**src/sv/vna_pkg.sv**
```systemverilog
// ----------------------------------------------------------------------------
// vna_pkg
// Shared types and codes for the vertex normal accumulator.
// ----------------------------------------------------------------------------
package vna_pkg;

  localparam int MAX_VERTICES_DEF = 1024;

  localparam logic [1:0] ACT_LOAD  = 2'd0;
  localparam logic [1:0] ACT_TRI   = 2'd1;
  localparam logic [1:0] ACT_READ  = 2'd2;
  localparam logic [1:0] ACT_CLEAR = 2'd3;

  localparam logic [1:0] ST_OK   = 2'd0;
  localparam logic [1:0] ST_BAD  = 2'd1;
  localparam logic [1:0] ST_ZERO = 2'd2;

  localparam int POS_W = 24;
  localparam int SUM_W = 62;
  localparam int POS_WORD_W = 3 * POS_W + 1;
  localparam int ACC_WORD_W = 3 * SUM_W;

  typedef struct packed {
    logic [1:0]         action;
    logic [9:0]         vertex_index;
    logic signed [23:0] pos_x;
    logic signed [23:0] pos_y;
    logic signed [23:0] pos_z;
    logic [10:0]        corner_a;
    logic [10:0]        corner_b;
    logic [10:0]        corner_c;
  } req_word_t;

  typedef struct packed {
    logic [1:0]         status;
    logic signed [15:0] norm_x;
    logic signed [15:0] norm_y;
    logic signed [15:0] norm_z;
  } rsp_word_t;

  typedef struct packed {
    logic               done;
    logic               zero;
    logic signed [15:0] x;
    logic signed [15:0] y;
    logic signed [15:0] z;
  } norm_rsp_t;

endpackage

```
**src/sv/vna_norm.sv**
```systemverilog
// ----------------------------------------------------------------------------
// vna_norm
// Iterative normalizer: scales a 62-bit sum vector to unit length in Q1.14.
// ----------------------------------------------------------------------------
module vna_norm (
  input  logic                     clk,
  input  logic                     rst,
  input  logic                     start,
  input  logic [vna_pkg::SUM_W-1:0] sum_x,
  input  logic [vna_pkg::SUM_W-1:0] sum_y,
  input  logic [vna_pkg::SUM_W-1:0] sum_z,
  output vna_pkg::norm_rsp_t       rsp
);
  import vna_pkg::*;

  typedef enum logic [8:0] {
    N_IDLE   = 9'b000000001,
    N_MAX    = 9'b000000010,
    N_SHIFT  = 9'b000000100,
    N_SQ     = 9'b000001000,
    N_ROOT   = 9'b000010000,
    N_DINIT  = 9'b000100000,
    N_DSTEP  = 9'b001000000,
    N_DSTORE = 9'b010000000,
    N_DONE   = 9'b100000000
  } nstate_t;

  nstate_t            state;
  logic [SUM_W-1:0]   mag [3];
  logic               neg [3];
  logic [SUM_W-1:0]   m;
  logic [59:0]        prod;
  logic [SUM_W-1:0]   sq;
  logic [SUM_W-1:0]   s;
  logic [62:0]        root;
  logic [62:0]        bitv;
  logic [4:0]         cnt;
  logic [1:0]         ci;
  logic [32:0]        rem;
  logic [32:0]        d;
  logic [15:0]        numlo;
  logic [15:0]        q;
  logic               zero;
  logic signed [15:0] ox, oy, oz;

  logic [62:0]        trial;
  logic [45:0]        num;
  logic [33:0]        r2;
  logic [15:0]        qs;
  logic [SUM_W-1:0]   mxy;

  assign trial = root + bitv;
  assign num   = {1'b0, mag[ci][29:0], 15'b0} + 46'(root[31:0]);
  assign r2    = {rem, numlo[15]};
  assign qs    = neg[ci] ? (16'd0 - q) : q;
  assign mxy   = (mag[0] > mag[1]) ? mag[0] : mag[1];

  assign rsp.done = (state == N_DONE);
  assign rsp.zero = zero;
  assign rsp.x    = ox;
  assign rsp.y    = oy;
  assign rsp.z    = oz;

  always_ff @(posedge clk) begin
    if (rst) begin
      state <= N_IDLE;
    end else begin
      unique case (state)
        N_IDLE: begin
          if (start) begin
            neg[0] <= sum_x[SUM_W-1];
            neg[1] <= sum_y[SUM_W-1];
            neg[2] <= sum_z[SUM_W-1];
            mag[0] <= sum_x[SUM_W-1] ? (SUM_W'(0) - sum_x) : sum_x;
            mag[1] <= sum_y[SUM_W-1] ? (SUM_W'(0) - sum_y) : sum_y;
            mag[2] <= sum_z[SUM_W-1] ? (SUM_W'(0) - sum_z) : sum_z;
            zero   <= 1'b0;
            ox     <= '0;
            oy     <= '0;
            oz     <= '0;
            state  <= N_MAX;
          end
        end
        N_MAX: begin
          m <= (mxy > mag[2]) ? mxy : mag[2];
          if (mag[0] == '0 && mag[1] == '0 && mag[2] == '0) begin
            zero  <= 1'b1;
            state <= N_DONE;
          end else begin
            state <= N_SHIFT;
          end
        end
        N_SHIFT: begin
          if (m[SUM_W-1:29] == '0) begin
            m      <= m << 1;
            mag[0] <= mag[0] << 1;
            mag[1] <= mag[1] << 1;
            mag[2] <= mag[2] << 1;
          end else if (m[SUM_W-1:30] != '0) begin
            m      <= m >> 1;
            mag[0] <= mag[0] >> 1;
            mag[1] <= mag[1] >> 1;
            mag[2] <= mag[2] >> 1;
          end else begin
            cnt   <= '0;
            state <= N_SQ;
          end
        end
        N_SQ: begin
          if (cnt != 5'd3) begin
            prod <= mag[cnt[1:0]][29:0] * mag[cnt[1:0]][29:0];
          end
          if (cnt == 5'd1) begin
            sq <= SUM_W'(prod);
          end else if (cnt == 5'd2) begin
            sq <= sq + SUM_W'(prod);
          end
          if (cnt == 5'd3) begin
            s     <= sq + SUM_W'(prod);
            root  <= '0;
            bitv  <= 63'(1) << 62;
            cnt   <= '0;
            state <= N_ROOT;
          end else begin
            cnt <= cnt + 5'd1;
          end
        end
        N_ROOT: begin
          if ({1'b0, s} >= trial) begin
            s    <= s - trial[SUM_W-1:0];
            root <= (root >> 1) + bitv;
          end else begin
            root <= root >> 1;
          end
          bitv <= bitv >> 2;
          cnt  <= cnt + 5'd1;
          if (cnt == 5'd31) begin
            ci    <= '0;
            state <= N_DINIT;
          end
        end
        N_DINIT: begin
          rem   <= 33'(num[45:16]);
          numlo <= num[15:0];
          d     <= {root[31:0], 1'b0};
          q     <= '0;
          cnt   <= '0;
          state <= N_DSTEP;
        end
        N_DSTEP: begin
          if (r2 >= {1'b0, d}) begin
            rem <= 33'(r2 - {1'b0, d});
            q   <= {q[14:0], 1'b1};
          end else begin
            rem <= r2[32:0];
            q   <= {q[14:0], 1'b0};
          end
          numlo <= numlo << 1;
          cnt   <= cnt + 5'd1;
          if (cnt == 5'd15) begin
            state <= N_DSTORE;
          end
        end
        N_DSTORE: begin
          priority case (ci)
            2'd0:    ox <= qs;
            2'd1:    oy <= qs;
            default: oz <= qs;
          endcase
          if (ci == 2'd2) begin
            state <= N_DONE;
          end else begin
            ci    <= ci + 2'd1;
            state <= N_DINIT;
          end
        end
        N_DONE: begin
          state <= N_IDLE;
        end
        default: begin
          state <= N_IDLE;
        end
      endcase
    end
  end

endmodule

```
**config.mk**
```make
export PLATFORM = sky130hd
export DESIGN_NAME = vna_norm
export DESIGN_NICKNAME = d
export VERILOG_FILES = /design/src/sv/vna_pkg.sv /design/src/sv/vna_norm.sv
export SDC_FILE = /design/constraint.sdc
export NUM_CORES = 2
export LEC_CHECK = 0
export BUFFER_PORTS_ARGS = -buffer_cell sky130_fd_sc_hd__buf_2
export CORE_MARGIN = 2
export CORE_UTILIZATION = 50
export CTS_CLUSTER_SIZE = 14
export DETAILED_ROUTE_END_ITERATION = 10
export PLACE_DENSITY = 0.66
export SYNTH_ARGS = -nofsm -noshare
export SYNTH_HDL_FRONTEND = slang
export SYNTH_SLANG_ARGS = --single-unit
```
**constraint.sdc**
```tcl
create_clock -name clk -period 13.1 [get_ports clk]
set_input_delay 0.655 -clock clk [delete_from_list [all_inputs] [get_ports clk]]
set_output_delay 0.655 -clock clk [all_outputs]
set_load 0.01 [all_outputs]
```
==> impl_metrics.tcl <==
set metrics [dict create \
    max-slew-margin-rel_pct 18.0 \
    synth_xor_area_share_pct 5.88 \
    synth-edff-count 682 \
    worstMarginPinSlew_ps 1220 \
    setup_violations 0 \
    ctsHoldBuffers 0 \
    vias_per_cell 6.05 \
    synth_flop_cell "edfxtp_1" \
    first_pass_iters 6 \
    post-route-period-util_pct 85.2 \
    p_seq_share_pct 15.2 \
    drcViolationCount 0 \
    fin_crit_ps 11160 \
    clkPwrFrac_pct 11.2 \
    outcome "finished clean" \
    synth_compound_area_share_pct 16.0 \
    max_stage_delay_ps 670 \
    p_sw_share_pct 50.4 \
    die_x_um 400 \
    final.setup.tns_ps 0 \
    r2r_slack_ps 1940 \
    synth-simple-area-share_pct 13.8 \
    drtAntennaViolNets 0 \
    synthAdderAreaFrac_pct 27.9 \
    p_switching_mw 10.8 \
    vias 65400 \
    critPathTopFamily "adder cells" \
    powerDensity_nw_per_um2 253 \
    antenna_found_initial 18 \
    clock-skew-final_ps 65.0 \
    grt_pass1_wl_mm 383 \
    cp.arrival_ps 11640 \
    worstPathMaxFanout 20 \
    synth.cells.most_frequent "inv_1 (1161), nand2_1 (982), fa_1 (703)" \
    cts_resized 0 \
    die-area_um2 160000 \
    area_growth_pct 7.91 \
    gr-total-overflow 0 \
    insertion_delay_ps 700 \
    fin_area_um2 84400 \
    postCtsSetupBuffers 0 \
    wirelength_mm 251 \
    pin_count 239 \
    worstSetupPathType "reg2reg" \
    grt_setup_unrepaired "false" \
    maxCapViolCount 0 \
    worst_path_max_delay_cell "clkinv_1" \
    clk_pin_slew_ps 60 \
    cts-root-buf "clkbuf_16" \
    drive_gt1_share_pct 7.62 \
    cp-end-kind "flop" \
    cpMostUsedCell "fa_1" \
    io_buffers 238 \
    holdPathEnd "state[1]$_SDFFE_PP0P_" \
    finalPower_mw 21.3 \
    synth_top_family_by_area "adder cells" \
    power_leakage_nw 37.8 \
    pwr-share-comb_pct 73.6 \
    cts_made_buffers 84 \
    final_util_pct 54.2 \
    maxSlewViolCount 0 \
    ys_warn_count 0 \
    core_area_um2 156000 \
    yosysTopAreaCellShare_pct 26.2 \
    clockBufferDepth 3 \
    worstHoldStart "start" \
    path_buf_inv 7 \
    peakVddDrop_v 0.000671 \
    cts_max_level 3 \
    synth_seq_area_share_pct 26.5 \
    yosysTopAreaCell "edfxtp_1" \
    start_kind "flop" \
    grt_pass1_vias 64100 \
    dpl.hpwl_mm 194 \
    finalHoldViolations 0 \
    place_congestion 0.989 \
    synth-async-reset-ratio_pct 0 \
    fmax_mhz 89.6 \
    synth_seq_cells 695 \
    syn_inst 8617 \
    timing.rr.end "prod[56]$_DFFE_PP_" \
    synth_area_leaders "edfxtp_1 (26%), fa_1 (18%), ha_1 (9.9%)" \
    r2r_cells 30 \
    synthMuxAreaShare_pct 2.44 \
    wl_per_cell_um 23.3 \
    nets 10200 \
    yosysMostFrequentCell "inv_1" \
    clkSinkCount 695 \
    drt-initial-drc-count 7629 \
    min_path_cells 3 \
    globalRouteTotalUtil_pct 31.0 \
    die_h_um 400 \
    critical_path_required_ps 13580 \
    cts_tree "built" \
    grt_max_degree 152 \
    intPower_mw 10.6 \
    rows 145 \
    start_util_pct 50.2 \
    syn_area_um2 78300 \
    placedInstanceArea_um2 81600 \
    syn_nets 10100 \
    hold_path.class "in2reg" \
    synth.distinct_cells 83 \
    synth_area_per_cell_um2 9.08 \
]
==> power groups by stage <==
stage	Sequential, mW	Clock, mW	Combinational [mW]
2_1_floorplan	3.26	0	10.7
3_3_place_gp	3.29	0	15.2
3_5_place_dp	3.29	0	15.3
4_1_cts	3.24	2.43	15.4
5_1_grt	3.25	2.50	17.4
6_report	3.25	2.40	15.7
==> per-stage QoR <==
stage | setup WS, ps | hold WS [ps] | cells
finish | 1940 | 257 | 10800
global route | 1620 | 274 | 10800
global placement | 2320 | 488 | 10600
CTS | 2100 | 225 | 10800
floorplan | 2340 | 445 | 8617
detailed placement | 2160 | 497 | 10600
==> worst max-delay path by stage <==
stage | slack [ps] | endpoint | cells after the start
finish | 1940 | prod[56]$_DFFE_PP_ | 30
global route | 1620 | prod[56]$_DFFE_PP_ | 31
CTS | 2100 | prod[56]$_DFFE_PP_ | 31
detailed placement | 2160 | prod[56]$_DFFE_PP_ | 30
global placement | 2320 | prod[56]$_DFFE_PP_ | 31
floorplan | 2340 | s[0]$_DFFE_PP_ | 7
==> routing by layer <==
layer | wire, µm | GRT usage (%) | vias to the layer above
li1 | - | - | 29700
met3 | 25100 | 6.33 | 504
met1 | 107000 | 44.2 | 32100
met4 | 9570 | 10.7 | 16
met2 | 110000 | 46.9 | 3022
met5 | 93 | 0 | -
==> worst min-delay path, delay by kind of cell <==
kind | cells | cell delay [ps]
buffers and inverters | 1 | 110
and+or+nand+nor | 2 | 140
==> cells in the final DEF (no fill, tap or decap), types with 103 or more instances in the layout <==
cell type and count:
mux2i_1 103, nor3_1 122, fa_1 703, nor2_1 639, buf_2 238, o211ai_1 120
nand2_1 980, a21oi_1 425, ha_1 622, xor2_1 281, xnor2_1 244, inv_1 1160
a21o_1 232, edfxtp_1 682, buf_4 112, o21ai_0 520
==> kinds of logic after synthesis <==
group,after synthesis
buffers and inverters,1554
AND/OR/NAND/NOR,2388
multiplexers,181
AO/OA/AOI/OAI,1949
adder cells (fa/ha/maj),1325
flip-flops,695
XOR/XNOR,525
==> flip-flops by register name, indices dropped and copies added (netlist names), named ones only <==
signal,flops
bitv,32
ci,2
cnt,5
d,32
m,62
mag,186
neg,3
numlo,16
ox,16
oy,16
oz,16
prod,59
q,16
rem,33
root,63
s,62
sq,62
state,9
zero,1
==> area by class of cell <==
class	count	area (µm²)
Timing Repair Buffer	351	2050
Clock buffer	110	2260
Fill cell	14100	71400
Inverter	1165	4370
Antenna cell	10	25.0
Tap cell	2058	2570
Clock inverter	47	531
Sequential cell	695	20700
Multi-Input combinational cell	6368	51900
Note: power is estimated with default switching activity, not from simulation.
